`src/rtl/gbfs_pkg.sv`:
```
package gbfs_pkg;

	localparam int DEF_MAX_WIDTH  = 64;
	localparam int DEF_MAX_HEIGHT = 64;
	localparam int CRD_W          = 7;

	localparam logic [15:0] DIST_FAR  = 16'd32767;
	localparam logic [15:0] DIST_WALL = 16'hFFFF;
	localparam logic [15:0] DIST_GOAL = 16'd1;

	localparam logic [2:0] DIR_STAY  = 3'd0;
	localparam logic [2:0] DIR_UP    = 3'd1;
	localparam logic [2:0] DIR_RIGHT = 3'd2;
	localparam logic [2:0] DIR_DOWN  = 3'd3;
	localparam logic [2:0] DIR_LEFT  = 3'd4;

	localparam logic CMD_LOAD = 1'b0;
	localparam logic CMD_STEP = 1'b1;

	localparam logic KIND_READY = 1'b0;
	localparam logic KIND_STEP  = 1'b1;

	localparam logic [1:0] REG_GRID_WIDTH  = 2'd0;
	localparam logic [1:0] REG_GRID_HEIGHT = 2'd1;
	localparam logic [1:0] REG_GOAL_X      = 2'd2;
	localparam logic [1:0] REG_GOAL_Y      = 2'd3;

	typedef struct packed {
		logic       command;
		logic       cell_open;
		logic       last_cell;
		logic [5:0] pos_x;
		logic [5:0] pos_y;
	} item_t;

	typedef struct packed {
		logic       kind;
		logic [5:0] next_x;
		logic [5:0] next_y;
		logic [2:0] direction;
		logic       at_goal;
	} result_t;

	typedef struct packed {
		logic       load_we;
		logic       load_clr;
		logic       sweep_step;
		logic       q_reset;
		logic       q_rd;
		logic       base_goal;
		logic       base_pos;
		logic       base_queue;
		logic       addr_en;
		logic [2:0] sel;
		logic       dist_rd;
		logic       relax;
		logic       v_load;
		logic       qry_center;
		logic       qry_nb;
		logic       out_ready;
		logic       out_step;
	} cmd_t;

	typedef struct packed {
		logic sweep_last;
		logic q_empty;
		logic tvalid;
		logic is_goal;
	} sts_t;

endpackage

```
`src/rtl/gbfs_ctrl.sv`:
```
module gbfs_ctrl (
	input  logic            clk,
	input  logic            arst_n,
	input  logic            start,
	input  gbfs_pkg::item_t item,
	input  gbfs_pkg::sts_t  sts,
	output gbfs_pkg::cmd_t  cmd,
	output logic            busy
);
	import gbfs_pkg::*;

	localparam logic [3:0] ST_IDLE   = 4'd0;
	localparam logic [3:0] ST_SWEEP  = 4'd1;
	localparam logic [3:0] ST_C_ADDR = 4'd2;
	localparam logic [3:0] ST_C_RD   = 4'd3;
	localparam logic [3:0] ST_C_CHK  = 4'd4;
	localparam logic [3:0] ST_N_ADDR = 4'd5;
	localparam logic [3:0] ST_N_RD   = 4'd6;
	localparam logic [3:0] ST_N_CHK  = 4'd7;
	localparam logic [3:0] ST_P_CHK  = 4'd8;
	localparam logic [3:0] ST_POP    = 4'd9;
	localparam logic [3:0] ST_READY  = 4'd10;
	localparam logic [3:0] ST_Q_OUT  = 4'd11;

	localparam logic [1:0] MODE_SEED = 2'd0;
	localparam logic [1:0] MODE_POP  = 2'd1;
	localparam logic [1:0] MODE_QRY  = 2'd2;

	logic [3:0] state_q, state_d;
	logic [1:0] mode_q, mode_d;
	logic [2:0] sel_q, sel_d;

	always_ff @(posedge clk or negedge arst_n) begin
		if (!arst_n) begin
			state_q <= ST_IDLE;
			mode_q  <= MODE_SEED;
			sel_q   <= DIR_STAY;
		end else begin
			state_q <= state_d;
			mode_q  <= mode_d;
			sel_q   <= sel_d;
		end
	end

	always_comb begin
		state_d = state_q;
		mode_d  = mode_q;
		sel_d   = sel_q;
		cmd     = '0;
		cmd.sel = sel_q;
		unique case (state_q)
			ST_IDLE: begin
				if (start) begin
					if (item.command == CMD_LOAD) begin
						cmd.load_we = 1'b1;
						if (item.last_cell) begin
							cmd.q_reset = 1'b1;
							state_d     = ST_SWEEP;
						end
					end else begin
						cmd.base_pos = 1'b1;
						mode_d       = MODE_QRY;
						state_d      = ST_C_ADDR;
					end
				end
			end
			ST_SWEEP: begin
				cmd.sweep_step = 1'b1;
				if (sts.sweep_last) begin
					cmd.base_goal = 1'b1;
					mode_d        = MODE_SEED;
					state_d       = ST_C_ADDR;
				end
			end
			ST_C_ADDR: begin
				cmd.sel     = DIR_STAY;
				cmd.addr_en = 1'b1;
				state_d     = ST_C_RD;
			end
			ST_C_RD: begin
				cmd.dist_rd = 1'b1;
				state_d     = ST_C_CHK;
			end
			ST_C_CHK: begin
				sel_d = DIR_RIGHT;
				unique case (mode_q)
					MODE_SEED: begin
						cmd.relax = 1'b1;
						state_d   = ST_P_CHK;
					end
					MODE_POP: begin
						cmd.v_load = 1'b1;
						state_d    = ST_N_ADDR;
					end
					default: begin
						cmd.qry_center = 1'b1;
						if (!sts.tvalid || sts.is_goal) begin
							state_d = ST_Q_OUT;
						end else begin
							state_d = ST_N_ADDR;
						end
					end
				endcase
			end
			ST_N_ADDR: begin
				cmd.addr_en = 1'b1;
				state_d     = ST_N_RD;
			end
			ST_N_RD: begin
				cmd.dist_rd = 1'b1;
				state_d     = ST_N_CHK;
			end
			ST_N_CHK: begin
				if (mode_q == MODE_QRY) begin
					cmd.qry_nb = 1'b1;
				end else begin
					cmd.relax = 1'b1;
				end
				unique case (sel_q)
					DIR_RIGHT: begin
						sel_d   = DIR_LEFT;
						state_d = ST_N_ADDR;
					end
					DIR_LEFT: begin
						sel_d   = DIR_DOWN;
						state_d = ST_N_ADDR;
					end
					DIR_DOWN: begin
						sel_d   = DIR_UP;
						state_d = ST_N_ADDR;
					end
					default: begin
						state_d = (mode_q == MODE_QRY) ? ST_Q_OUT : ST_P_CHK;
					end
				endcase
			end
			ST_P_CHK: begin
				if (sts.q_empty) begin
					state_d = ST_READY;
				end else begin
					cmd.q_rd = 1'b1;
					state_d  = ST_POP;
				end
			end
			ST_POP: begin
				cmd.base_queue = 1'b1;
				mode_d         = MODE_POP;
				state_d        = ST_C_ADDR;
			end
			ST_READY: begin
				cmd.out_ready = 1'b1;
				cmd.load_clr  = 1'b1;
				state_d       = ST_IDLE;
			end
			ST_Q_OUT: begin
				cmd.out_step = 1'b1;
				state_d      = ST_IDLE;
			end
			default: begin
				state_d = ST_IDLE;
			end
		endcase
	end

	assign busy = (state_q != ST_IDLE);

endmodule

```
`config.mk`:
```
export PLATFORM = sky130hd
export DESIGN_NAME = gbfs_ctrl
export DESIGN_NICKNAME = d
export VERILOG_FILES = /design/src/rtl/gbfs_pkg.sv /design/src/rtl/gbfs_ctrl.sv
export SDC_FILE = /design/constraint.sdc
export NUM_CORES = 1
export LEC_CHECK = 0
export BUFFER_PORTS_ARGS = -buffer_cell sky130_fd_sc_hd__buf_2
export CAP_MARGIN = 20
export CORE_MARGIN = 2
export CORE_UTILIZATION = 26
export CTS_BUF_LIST = sky130_fd_sc_hd__clkbuf_16
export DETAILED_ROUTE_END_ITERATION = 16
export SLEW_MARGIN = 20
export SYNTH_ARGS = -nofsm -noshare
export SYNTH_HDL_FRONTEND = slang
export SYNTH_SLANG_ARGS = --single-unit
```
`constraint.sdc`:
```
create_clock -name clk -period 1.35 [get_ports clk]
set_input_delay 0.0675 -clock clk [delete_from_list [all_inputs] [get_ports clk]]
set_output_delay 0.0675 -clock clk [all_outputs]
set_load 0.02 [all_outputs]
```
==> impl_metrics.tcl, run 1 <==
set metrics [dict create \
    synth.lib_cells_used.distinct 37 \
    detailedRoute.firstIterationViolations 36 \
    n_antenna_cell 0 \
    crit_required_ps 1280 \
    worstHoldPathCells 3 \
    finalWeightedCongestion 0.850 \
    place.port_buffers 28 \
    global_route_wire_length_before_repair_mm 4.87 \
    route.antenna.remaining_nets 0 \
    postSynthAreaPerCell_um2 7.62 \
    setup_slack_ps -310 \
    drv.max_cap_violation_count 0 \
    drv_slew 0 \
    setup.worst_path.end_class "output port" \
    drt-wirelength-per-cell_um 15.6 \
    final_cycle_utilization_of_the_critical_path 1.23 \
    worstReg2RegStart "state_q[3]$_DFFE_PN0P_" \
    report.final.setup_viol 27 \
    final_common_cell "buf_4" \
    cts.htree.levels 1 \
    synthesis.area_um2 769 \
    dr_total_vias 1036 \
    layout_common_cells "34 x buf_4, 25 x buf_6, 9 x buf_2, 9 x dfrtp_1" \
    max_slew_margin 0.796 \
    drt_pre_antenna_iters 4 \
    grt_max_degree 17 \
    cts_made_buffers 3 \
    ys.warnings.count 0 \
    arrival_ps 1590 \
    globalRoute.totalOverflow 0 \
    min_path_type "in2reg" \
    chipHeight_um 58.4 \
    cellLeakagePower_nw 0.793 \
    clk_latency_ps 230 \
    synthTopCellsByArea "dfrtp_1 29%, nor3_1 5.2%, nor2_1 4.4%, o21ai_0 3.9%, inv_1 3.4%" \
    worst_r2r_path_depth 8 \
    finClkSkew_ps 0.194 \
    clk_pin_slew_worst_paths_ps 40 \
    maxClockFrequency_mhz 603 \
    clock_path_buffers 2 \
    r2r-end "sel_q[0]$_DFFE_PN0P_" \
    number_of_global_route_vias_before_repair 1015 \
    cts_tree "yes" \
    syn-instance-count 101 \
    drive_above_1_share 0.716 \
    worst-path-max-fanout 3 \
    final_core_utilization 0.637 \
    violated_checks "negative setup slack" \
    synth-seq-area-share 0.293 \
    hold_path_startpoint "sts[3]" \
    die_w_um 58.4 \
    timing_worst_slew_pin_value_ps 306 \
    run_status "complete, but fails checks" \
    final_cell_count_no_fill 200 \
    floorplan.initialDensity 0.277 \
    postSynthRegisterBits 9 \
    rows 19 \
    hold_slack_ps 180 \
    hold_crit_endpoint "state_q[0]$_DFFE_PN0P_" \
    synth_top_area_cell "dfrtp_1" \
    grt_setup_unrepaired "yes" \
    yosysTopAreaCellShare 0.293 \
    core-area_um2 2780 \
    drc 0 \
    groute.usage.overall 0.184 \
    irDropWorstVdd_mv 1.61 \
    final_nets 192 \
    antenna_found_initial 0 \
    timing.critical_path.from_type "flip-flop" \
    worstSetupPathType "reg2out" \
    drt_wl_total_mm 3.11 \
    ff2ff_setup_slack_ps -200 \
    die_area_um2 3410 \
    period_minus_slack_ps 1660 \
    timing.setup.tns_ps -4190 \
    ctsRootBufferMaster "clkbuf_16" \
    post_syn_nets 123 \
    layout-area-overhead-vs-synth_pct 130 \
    cellPowerDensity_nw_per_um2 2620 \
    fill_cells 206 \
    post_detailed_route_via_to_cell_ratio 5.18 \
    place_inst 177 \
    place_hpwl_mm 1.89 \
    hold_viol_final 0 \
    cts_num_sinks 9 \
    floorplan.io_pins 42 \
]
-- synth_stat cells --
cell / count
nor3b_1: 1
o22ai_1: 1
xnor2_1: 1
o32ai_1: 1
o221ai_1: 1
nand2b_1: 4
dfrtp_1: 9
a211oi_1: 3
a31oi_1: 1
nand2_1: 7
a22o_1: 1
or2_2: 1
clkbuf_1: 2
a21boi_0: 1
o2bb2ai_1: 1
inv_1: 7
o31a_1: 1
a21o_1: 2
mux2i_1: 1
or3b_1: 1
or4_4: 1
a21oi_1: 4
buf_4: 3
nor2_1: 9
nor2b_1: 4
a41oi_1: 1
a2bb2oi_1: 1
nor2_2: 1
nor3_1: 8
o21ai_0: 6
and3_1: 2
a211o_1: 3
mux2_2: 1
and2_1: 2
a22oi_1: 1
buf_2: 3
nor4_1: 4
-- critical path: stages (launching register included) --
cell	delay, ps
dfrtp_1	370
or4_4	580
nor2_4	130
and3_4	180
buf_6	110
-- state kept, by name, indices dropped and copies added, names as in the netlist --
signal and flops:
mode_q 2, sel_q 3, state_q 4
-- cell type report --
cell class / instances / area (um^2) / share of cell area
clock buffers: 3 / 75.1 / 0.0423
clock inverters: 1 / 3.75 / 0.00212
inverters: 7 / 28.8 / 0.0162
multi-input cells: 77 / 754 / 0.426
flip-flops and latches: 9 / 225 / 0.127
well taps: 31 / 38.8 / 0.0219
repair buffers: 72 / 647 / 0.365
-- cell families (layout without fill, tap and decap cells) --
logic type                count (synthesis)  after routing  synth area share
xor gates and xnor gates                  1              1            0.0114
buffers and inverters                    15             83            0.0927
muxes                                     2              2            0.0276
AOI/OAI and AO/OA                        29             29             0.263
DFF                                       9              9             0.293
and+or+nand+nor                          45             45             0.312
-- power by group --
group	switching [W]	internal, W	leakage, nW	total [W]
clock network	0.000115	0.000386	0.0423	0.000500
registers	0.000101	0.000392	0.114	0.000493
logic	0.00181	0.00185	0.637	0.00366
total	0.00202	0.00263	0.793	0.00465
-- per-layer routing --
| layer | track usage | share of wire | wire, um |
|---|---|---|---|
| met5 | 0 | 0 | 0 |
| met4 | 0.0399 | 0.0045 | 14 |
| met2 | 0.310 | 0.50 | 1550 |
| met3 | 0.0242 | 0.051 | 159 |
| met1 | 0.253 | 0.45 | 1390 |
-- repair_timing --
action	4_1_cts	5_1_grt
setup endpoints to repair	25	29
hold buffers	1	0
endpoints found under the hold margin	9	0
gates resized for setup	85	24
cloned	0	0
setup buffers	15	6
pin swaps	21	13
-- per-stage QoR --
step	setup slack, ps	total power, W	cell area [um^2]
2_1_floorplan	-139	0.00183	813
3_3_place_gp	-102	0.00268	1150
3_5_place_dp	-120	0.00271	1150
4_1_cts	-324	0.00424	1660
5_1_grt	-344	0.00492	1770
6_report	-310	0.00465	1770
-- worst max-delay path by stage --
| stage | from | end | slack (ps) | cells after the start |
|---|---|---|---|---|
| final | state_q[0]$_DFFE_PN0P_ | cmd[15] | -310 | 4 |
| after detailed placement | state_q[0]$_DFFE_PN0P_ | cmd[15] | -120 | 4 |
| after CTS | state_q[1]$_DFFE_PN0P_ | cmd[15] | -320 | 4 |
| after floorplan | state_q[0]$_DFFE_PN0P_ | mode_q[1]$_DFFE_PN0P_ | -140 | 3 |
| after global routing | state_q[0]$_DFFE_PN0P_ | cmd[15] | -340 | 4 |
| after global placement | state_q[0]$_DFFE_PN0P_ | cmd[15] | -100 | 4 |
No activity file was read; power rests on OpenSTA's default activity.
==> inputs of run 2 (changes only) <==
--- a/config.mk
+++ b/config.mk
@@ -5,6 +5,7 @@
 export SDC_FILE = /design/constraint.sdc
 export NUM_CORES = 1
 export LEC_CHECK = 0
+export ABC_AREA = 1
 export BUFFER_PORTS_ARGS = -buffer_cell sky130_fd_sc_hd__buf_2
 export CAP_MARGIN = 20
 export CORE_MARGIN = 2
==> run 2 against run 1 <==
The flow finishes with violations (design-rule violations, negative setup slack); utilization is 18 points lower; global-route usage is 5.0 points lower; worst setup slack gained 210 ps; die area grew 1.4%; register-to-register slack better by 180 ps; power shrank 30%; largest cell class unchanged; highest routed layer unchanged.
==> impl_metrics.tcl, run 2 <==
set metrics [dict create \
    netSwitchingFraction 0.498 \
    seq_power_share 0.184 \
    cellPowerDensity_nw_per_um2 2500 \
    worst_r2r_path_depth 7 \
    share_comb_of_total_power 0.653 \
    post-synth-top-count-cell "nand2_1" \
    synth.lib_cells_used.distinct 20 \
    ys.warnings.count 0 \
    timing_worst_slew_pin_value_ps 229 \
    postSynthAreaPerCell_um2 6.15 \
    rows 19 \
    final_cell_count_no_fill 205 \
    largestRegisters "state_q: 4 flops, sel_q: 3 flops, mode_q: 2 flops" \
    finalWeightedCongestion 0.870 \
    grt_setup_unrepaired "yes" \
    detailedRoute.firstIterationViolations 33 \
    finClkSkew_ps 4.02 \
    setup_slack_ps -103 \
    yosysTopAreaCellShare 0.288 \
    die_area_um2 3460 \
    irDropWorstVdd_mv 1.24 \
    place.port_buffers 28 \
    synth-edff-count 0 \
    fraction_of_registers_with_async_set_or_reset_after_synthesis 1.00 \
    netlist_top_cells_count "30 x nand2_1, 26 x nor2_1, 19 x inv_1" \
    worst-path-max-fanout 7 \
    drv.max_cap_violation_count 0 \
    globalRoute.totalOverflow 0 \
    cp.depth 4 \
    critical_path.n_buffers_inverters 1 \
    hold_slack_ps 125 \
    place_inst 187 \
    synthTopCellsByArea "dfrtp_1 29%, nand2_1 14%, nor2_1 13%, inv_1 9.1%, o21ai_1 4.5%" \
    final_cycle_utilization_of_the_critical_path 1.08 \
    run_status "complete, but fails checks" \
    drive_above_1_share 0.489 \
    core-area_um2 2810 \
    clk_pin_slew_worst_paths_ps 40 \
    clk_latency_ps 240 \
    floorplan.initialDensity 0.278 \
    route.antenna.remaining_nets 0 \
    groute.usage.overall 0.135 \
    violated_checks "design-rule violations, negative setup slack" \
    worstReg2RegStart "state_q[1]$_DFFE_PN0P_" \
    crit_chain "nor2_4 -> nand3_2 -> nor3_2 -> buf_4" \
    min_path_type "in2reg" \
    synth-seq-area-share 0.288 \
    antenna_found_initial 0 \
    cts.htree.levels 1 \
    final_nets 197 \
    chipHeight_um 58.8 \
    ff2ff_setup_slack_ps -20 \
    place_hpwl_mm 1.65 \
    report.power.total_w 0.00323 \
    clockPowerShare 0.163 \
    crit_required_ps 1280 \
    worst_path_dominant_cell_family "simple AND/OR/NAND/NOR gates" \
    drt_pre_antenna_iters 11 \
    synthesis.area_um2 781 \
    cellLeakagePower_nw 0.725 \
    clock_path_buffers 2 \
    r2r-end "mode_q[1]$_DFFE_PN0P_" \
    layout-area-overhead-vs-synth_pct 65.9 \
    setup.worst_path.end_class "output port" \
    cts_num_sinks 9 \
    floorplan.io_pins 42 \
    dr_total_vias 945 \
    maxClockFrequency_mhz 688 \
    drv_slew 0 \
    post_layout_inst_area_um2 1290 \
    timing.critical_path.from_type "flip-flop" \
    syn-instance-count 127 \
    max_slew_margin 0.846 \
    netSwitchingPower_w 0.00161 \
    die_w_um 58.8 \
    period_minus_slack_ps 1450 \
    dominantRegCellSynth "dfrtp_1" \
    post_detailed_route_via_to_cell_ratio 4.61 \
    grt_max_degree 10 \
    crit_slowest_cell "dfrtp_2" \
    drc 2 \
    cp-startpoint "state_q[1]$_DFFE_PN0P_" \
    critPathMaxStageDelay_ps 480 \
    largest_reg_flops 4 \
    largest-register "state_q" \
    capturing_element_of_the_worst_setup_path "cmd[15]" \
    cellInternalPower_w 0.00162 \
    drt_wl_total_mm 2.47 \
    number_of_global_route_vias_before_repair 819 \
    post_syn_nets 149 \
    final_common_cell "nand2_1" \
    postPlaceCellArea_um2 972 \
    report.final.setup_viol 15 \
    global_route_wire_length_before_repair_mm 3.47 \
    worstSetupPathType "reg2out" \
    synth_top_area_cell "dfrtp_1" \
    cts_tree "yes" \
    cts_made_buffers 3 \
    arrival_ps 1390 \
    timing.setup.tns_ps -687 \
    hold_viol_final 0 \
    layout_common_cells "28 x nand2_1, 23 x buf_4, 21 x nor2_1" \
    ctsRootBufferMaster "clkbuf_16" \
    drt-wirelength-per-cell_um 12.0 \
    postSynthRegisterBits 9 \
    n_antenna_cell 0 \
]
## run 2: timing repair
item                                    4_1_cts  5_1_grt
hold endpoints to repair                      9        0
endpoints found under the setup margin       15       23
hold buffers                                  1        0
pin swaps                                     7       10
resized for setup                            20       24
setup buffers                                 6        7
gates cloned                                  0        0
## run 2: power groups by stage
| stage | registers (W) | logic [W] | clock network (W) |
|---|---|---|---|
| 2_1_floorplan | 0.000523 | 0.00116 | 0 |
| 3_3_place_gp | 0.000543 | 0.00153 | 0 |
| 3_5_place_dp | 0.000551 | 0.00154 | 0 |
| 4_1_cts | 0.000586 | 0.00177 | 0.000532 |
| 5_1_grt | 0.000611 | 0.00232 | 0.000554 |
| 6_report | 0.000595 | 0.00211 | 0.000528 |
## run 2: final cells by class
cell class | count | area, um^2
fill | 287 | 1510
multi-input combinational | 94 | 553
timing repair buffer | 45 | 307
sequential | 9 | 230
inverter | 22 | 87.6
clock buffer | 3 | 75.1
tap | 31 | 38.8
clock inverter | 1 | 3.75
## run 2: layer usage
| layer | up-vias | track usage | wire length [um] |
|---|---|---|---|
| li1 | 484 | - | - |
| met1 | 430 | 0.167 | 1030 |
| met2 | 29 | 0.224 | 1270 |
| met3 | 2 | 0.0484 | 167 |
| met4 | 0 | 0.0292 | 7 |
| met5 | - | 0 | 0 |
## run 2: per-stage QoR
step	utilization	setup slack, ps
2_1_floorplan	-	14.7
3_3_place_gp	0.347	33.6
3_5_place_dp	0.347	11.9
4_1_cts	0.412	-92.0
5_1_grt	0.462	-161
6_report	0.462	-103
## run 2: logic make-up after synthesis
| logic type | share of synthesized area |
|---|---|
| and+or+nand+nor | 0.471 |
| DFF | 0.288 |
| buffers and inverters | 0.125 |
| AOI/OAI and AO/OA | 0.115 |
## run 2: how the worst min path moves through the flow
stage / from / cells past startpoint / slack [ps] / to
after detailed placement: arst_n / 1 / -60 / sel_q[2]$_DFFE_PN0P_
after floorplan: arst_n / 0 / -230 / mode_q[0]$_DFFE_PN0P_
after global placement: arst_n / 1 / -70 / sel_q[2]$_DFFE_PN0P_
after global routing: item[14] / 3 / 130 / mode_q[1]$_DFFE_PN0P_
final: item[14] / 3 / 120 / mode_q[1]$_DFFE_PN0P_
after CTS: sts[3] / 4 / 120 / state_q[0]$_DFFE_PN0P_
## run 2: worst min-delay path, cell delays in order
cell and delay [ps]:
buf_2 110, nand3_2 80, o21ai_1 60
